File: src/hw/rtl/letter_ngram_histogram_defines.svh
// Assertion macros for the letter n-gram histogram.
// Needs clk and rst_n in the scope where a macro is used.
`ifndef LETTER_NGRAM_HISTOGRAM_DEFINES_SVH
`define LETTER_NGRAM_HISTOGRAM_DEFINES_SVH
`ifndef SYNTHESIS
// same-cycle implication, off during reset
`define LNH_ASSERT_IMP(name, ante, cons) \
  name: assert property (@(posedge clk) disable iff (!rst_n) (ante) |-> (cons)) \
    else $error("lnh: same-cycle check failed");
// next-cycle implication, off during reset
`define LNH_ASSERT_NXT(name, ante, cons) \
  name: assert property (@(posedge clk) disable iff (!rst_n) (ante) |=> (cons)) \
    else $error("lnh: next-cycle check failed");
`else
`define LNH_ASSERT_IMP(name, ante, cons)
`define LNH_ASSERT_NXT(name, ante, cons)
`endif
`endif

File: src/hw/rtl/lnh_pkg.sv
// Shared types and constants of the letter n-gram histogram.
// No dependencies.
package lnh_pkg;

  localparam int SYMS    = 27;
  localparam int PAIRS   = SYMS * SYMS;
  localparam int TRIPLES = SYMS * SYMS * SYMS;
  localparam int PAIR_AW = 10;
  localparam int TRIP_AW = 15;
  localparam int OUT_W   = 32;
  localparam int CNT_W_DEF = 32;

  // op queue and result queue sizes (powers of two)
  localparam int OPQ_DEPTH  = 4;
  localparam int OPQ_AW     = 2;
  localparam int OPQ_CW     = 3;
  localparam int OUTQ_DEPTH = 4;
  localparam int OUTQ_AW    = 2;
  localparam int OUTQ_CW    = 3;

  // item kinds
  localparam logic [1:0] KIND_TEXT    = 2'd0;
  localparam logic [1:0] KIND_EOT     = 2'd1;
  localparam logic [1:0] KIND_RD_PAIR = 2'd2;
  localparam logic [1:0] KIND_RD_TRIP = 2'd3;

  localparam logic [4:0] SYM_MARK = 5'd0;

  // work handed from the front end to the count stores
  typedef struct packed {
    logic               upd_pair;
    logic               upd_trip;
    logic               is_read;
    logic               rd_trip;
    logic               rd_zero;
    logic [PAIR_AW-1:0] pair_idx;
    logic [TRIP_AW-1:0] trip_idx;
  } lnh_op_t;

  // back end status seen by the top level
  typedef struct packed {
    logic clr_busy;
    logic out_push;
    logic out_pop;
    logic out_full;
  } lnh_stat_t;

endpackage

File: src/hw/rtl/lnh_op_fifo.sv
// Small queue of decoded ops between the front end and the count stores.
// Depends on lnh_pkg.
module lnh_op_fifo import lnh_pkg::*; (
  input  logic    clk,
  input  logic    rst_n,
  input  logic    push,
  input  lnh_op_t push_op,
  input  logic    pop,
  output lnh_op_t head,
  output logic    full,
  output logic    empty
);

  lnh_op_t             slot_r [OPQ_DEPTH];
  logic [OPQ_AW-1:0]   wr_ptr_r, wr_ptr_nxt;
  logic [OPQ_AW-1:0]   rd_ptr_r, rd_ptr_nxt;
  logic [OPQ_CW-1:0]   cnt_r, cnt_nxt;

  assign full  = (cnt_r == OPQ_CW'(OPQ_DEPTH));
  assign empty = (cnt_r == '0);
  assign head  = slot_r[rd_ptr_r];

  // pointer and fill bookkeeping
  always_comb begin
    wr_ptr_nxt = push ? wr_ptr_r + 1'b1 : wr_ptr_r;
    rd_ptr_nxt = pop ? rd_ptr_r + 1'b1 : rd_ptr_r;
    cnt_nxt    = cnt_r + OPQ_CW'(push) - OPQ_CW'(pop);
  end

  always_ff @(posedge clk) begin
    if (!rst_n) begin
      wr_ptr_r <= '0;
      rd_ptr_r <= '0;
      cnt_r    <= '0;
    end else begin
      wr_ptr_r <= wr_ptr_nxt;
      rd_ptr_r <= rd_ptr_nxt;
      cnt_r    <= cnt_nxt;
    end
  end

  // payload, no reset
  always_ff @(posedge clk) begin
    if (push) begin
      slot_r[wr_ptr_r] <= push_op;
    end
  end

endmodule

File: config.mk
export PLATFORM = sky130hd
export DESIGN_NAME = lnh_op_fifo
export DESIGN_NICKNAME = d
export VERILOG_FILES = /design/src/hw/rtl/letter_ngram_histogram_defines.svh /design/src/hw/rtl/lnh_pkg.sv /design/src/hw/rtl/lnh_op_fifo.sv
export SDC_FILE = /design/constraint.sdc
export NUM_CORES = 1
export LEC_CHECK = 0
export ABC_AREA = 1
export BUFFER_PORTS_ARGS = -buffer_cell sky130_fd_sc_hd__buf_4
export CAP_MARGIN = 20
export CORE_MARGIN = 10
export CORE_UTILIZATION = 60
export DETAILED_ROUTE_END_ITERATION = 12
export GPL_ROUTABILITY_DRIVEN = 0
export PLACE_DENSITY = 0.82
export SLEW_MARGIN = 0
export SYNTH_ARGS = -nofsm -noshare
export SYNTH_HDL_FRONTEND = slang
export SYNTH_SLANG_ARGS = --single-unit
File: constraint.sdc
create_clock -name clk -period 3.25 [get_ports clk]
set_input_delay 0.975 -clock clk [delete_from_list [all_inputs] [get_ports clk]]
set_output_delay 0.975 -clock clk [all_outputs]
set_load 0.01 [all_outputs]
==> results.rst <==
.. list-table::
   :header-rows: 1

   * - Metric
     - Value
   * - Count of H-tree levels built during CTS
     - 4
   * - First-pass GRT wire length
     - 16.0 mm
   * - Number of cells on the worst reg-to-reg path
     - 9
   * - Worst VDD drop
     - 494 µV
   * - DP Cell Count
     - 567
   * - Endpoint type of the worst setup path
     - output port
   * - GR Util All Layers
     - 15.8%
   * - Most used routing layer
     - met2
   * - Max frequency
     - 334 MHz
   * - Max-slew headroom at the worst pin
     - 57.2%
   * - Synth Cell Area
     - 0.00514 mm²
   * - Leading cell type in the layout, fill and taps excluded
     - sky130_fd_sc_hd__edfxtp_1
   * - Minimum period implied by the final worst setup slack
     - 3.00 ns
   * - Post-synth cell types
     - 17
   * - Routed wire length
     - 10.0 mm
   * - Count of placed standard cells in the final layout, fillers left out
     - 599
   * - Post-DR wirelength/cell
     - 16.7 µm
   * - Vias after detailed routing
     - 3186
   * - Number of rows in the core area
     - 33
   * - Share of final-layout standard cells stronger than drive strength 1
     - 22.1%
   * - Hold Path Stages
     - 1
   * - Setup slack, reg-to-reg
     - 1.65 ns
   * - Power per cell area
     - 673 mW/mm²
   * - TritonCTS clock tree
     - done
   * - Clock-pin slew on the worst setup and hold paths
     - 0.06 ns
   * - Met3 GRT Util
     - 5.27%
   * - Data required, critical path
     - 2.27 ns
   * - Clk Tree Root Cell
     - sky130_fd_sc_hd__clkbuf_8
   * - Area contributors post-synth
     - sky130_fd_sc_hd__edfxtp_1, sky130_fd_sc_hd__inv_1, sky130_fd_sc_hd__nand2_1
   * - Die area
     - 0.0127 mm²
   * - RSZ-0062 raised after global routing
     - false
   * - Leading area contributor after synthesis
     - sky130_fd_sc_hd__edfxtp_1
   * - Core Box Area
     - 0.00830 mm²
   * - Largest buffer count on any clock path
     - 2
   * - Total leakage power
     - 2.59 nW
   * - Worst Min Path Start
     - rd_ptr_r[0]$_SDFFE_PN0P_
   * - Post-synthesis sequential element count
     - 129
   * - Starting DRT DRC Count
     - 230
   * - Dominant combinational cell family by area after synthesis
     - compound AO/OA/AOI/OAI gates
   * - Remaining number of nets flagged by the antenna check after routing
     - 0
   * - Maxcap violations
     - 0
   * - Mean Syn Cell Area
     - 12.7 µm²
   * - Compound-cell area share of the yosys netlist
     - 11.2%
   * - Clock skew after layout
     - 0.00505 ns
   * - Most frequent cells in the layout
     - sky130_fd_sc_hd__edfxtp_1, sky130_fd_sc_hd__inv_1, sky130_fd_sc_hd__buf_4
   * - Largest net degree at the start of global routing
     - 77
   * - Area fraction in and, or, nand and nor cells after synthesis
     - 5.45%
   * - Final core utilization
     - 76.5%
   * - Total of endpoints with negative setup slack in the final report
     - 0
   * - Global routing met2 resource utilization
     - 26.8%
   * - Inserted Clock Buffers
     - 17
   * - Highest fanout seen on the critical path
     - 34
   * - Via count of the first global-routing pass
     - 3284
   * - Net count after synthesis
     - 447
   * - Relative area change from synthesis to final layout
     - 23.4%
   * - Nature of the critical path startpoint
     - register
   * - Total inserted antenna cells
     - 0
   * - Seq/Total Area, Yosys
     - 73.6%
   * - Slew at the pin closest to its max-slew limit
     - 0.642 ns
   * - Max-slew violation total from the final report
     - 0
   * - RR Endpoint
     - cnt_r[2]$_SDFF_PN0_
   * - Run status
     - finished clean
   * - Width of the die
     - 113 µm
   * - Grt total ovfl
     - 0
   * - # hold bufs at CTS
     - 0
   * - Number of detailed-route iterations in the first pass
     - 4
   * - Proportion of synthesized area in mux cells
     - 0%
   * - Post-Syn Instances
     - 406
   * - Setup TNS
     - 0 ns
   * - Top-area cell type share of the netlist area
     - 70.1%
   * - Number of DRC violations after detailed routing
     - 0
   * - Synth warnings
     - 0
   * - # nets final
     - 522
   * - Global-route met1 utilization
     - 17.9%
   * - Arrival time of the worst setup path
     - 2.02 ns
   * - Chip height
     - 113 µm
   * - Number of inserted filler cells in the final layout
     - 506
   * - Final count of hold timing violations
     - 0
   * - Cells resized by post-CTS repair
     - 0
   * - Total number of clock tree sinks
     - 129
   * - # port buffers
     - 65
   * - Clock insertion delay at the later pin of the skew report
     - 0.51 ns
   * - Boundary pin count
     - 66
   * - Launch instance of the worst register-to-register path
     - cnt_r[0]$_SDFF_PN0_
   * - Mean number of vias per cell
     - 5.32
   * - Fin crit share
     - 92.2%
   * - Initial antenna violation count
     - 0
   * - Power, Total
     - 4.27 mW
   * - Post-CTS setup repair buffer count
     - 0
   * - Worst Path Class, Setup
     - reg -> out
   * - Post-detail-place hpwl
     - 6.08 mm
   * - Synthesized-area fraction occupied by adder cells
     - 1.85%
   * - Starting density of the core
     - 62.0%
   * - Post-synthesis xor/xnor area fraction
     - 0%
   * - Class of the tightest hold or removal check
     - reg -> reg
-- power by group --
part           leakage [nW]  total, mW  internal (mW)  switching [mW]
clock                 0.294       1.93           1.24           0.686
sequential             1.18       1.94           1.90          0.0429
combinational          1.11      0.404          0.174           0.230
-- cell usage after synthesis --
master / count
sky130_fd_sc_hd__fa_1: 1
sky130_fd_sc_hd__dfxtp_1: 9
sky130_fd_sc_hd__ha_1: 6
sky130_fd_sc_hd__buf_4: 7
sky130_fd_sc_hd__nor2_1: 2
sky130_fd_sc_hd__a21oi_1: 36
sky130_fd_sc_hd__o211ai_1: 30
sky130_fd_sc_hd__clkbuf_1: 1
sky130_fd_sc_hd__o21ai_0: 24
sky130_fd_sc_hd__o21ai_1: 10
sky130_fd_sc_hd__nor3_1: 1
sky130_fd_sc_hd__inv_1: 76
sky130_fd_sc_hd__edfxtp_1: 120
sky130_fd_sc_hd__nand3_1: 1
sky130_fd_sc_hd__nand2_1: 70
sky130_fd_sc_hd__buf_2: 11
sky130_fd_sc_hd__buf_6: 1
-- how the worst max path moves through the flow --
stage	endpoint	slack, ns	depth (start not counted)
after floorplan	cnt_r[2]$_SDFF_PN0_	1.14	8
after global placement	head[15]	0.83	5
after detailed placement	head[12]	0.80	5
after CTS	head[12]	0.23	5
after global routing	head[15]	0.09	5
final	head[2]	0.25	5
-- final cells by class --
type | instances | area [µm²] | area share (%)
timing repair buffer | 76 | 583 | 9.19
inverter | 76 | 285 | 4.49
clock buffer | 18 | 418 | 6.58
clock inverter | 14 | 190 | 3.00
multi-input combinational | 181 | 951 | 15.0
sequential | 129 | 3790 | 59.7
tap | 105 | 131 | 2.07
-- layer usage --
| metal | vias to the layer above | share of wire [%] |
|---|---|---|
| met5 | - | 0 |
| met3 | 18 | 7.2 |
| li1 | 1547 | - |
| met1 | 1501 | 39 |
| met4 | 0 | 1.5 |
| met2 | 120 | 52 |
-- stage by stage --
step	hold WS, ns	setup slack [ns]	area (µm²)
after floorplan	0.436	1.14	5140
after global placement	0.461	0.829	5740
after detailed placement	0.470	0.803	5740
after CTS	0.480	0.230	6350
after global routing	0.498	0.0936	6350
final	0.475	0.255	6350
-- state kept, by name, indices dropped and copies added (netlist names), named ones only --
name      cells
cnt_r         3
rd_ptr_r      2
slot_r      120
wr_ptr_r      2
-- critical path: stages, from the launching register on --
cell and delay [ns]:
sky130_fd_sc_hd__dfxtp_2 0.74, sky130_fd_sc_hd__buf_4 0.32, sky130_fd_sc_hd__a21oi_1 0.06, sky130_fd_sc_hd__o21ai_0 0.12, sky130_fd_sc_hd__nand2_1 0.09, sky130_fd_sc_hd__buf_4 0.15
-- kinds of logic (layout without fill, tap and decap cells) --
kind of cell	count (synthesis)	count (layout)
adder cells (fa/ha/maj)	7	7
buffers and inverters	96	184
flip-flops	129	129
AO/OA/AOI/OAI	100	100
AND/OR/NAND/NOR	74	74
Note: power is estimated with default switching activity, not from simulation.
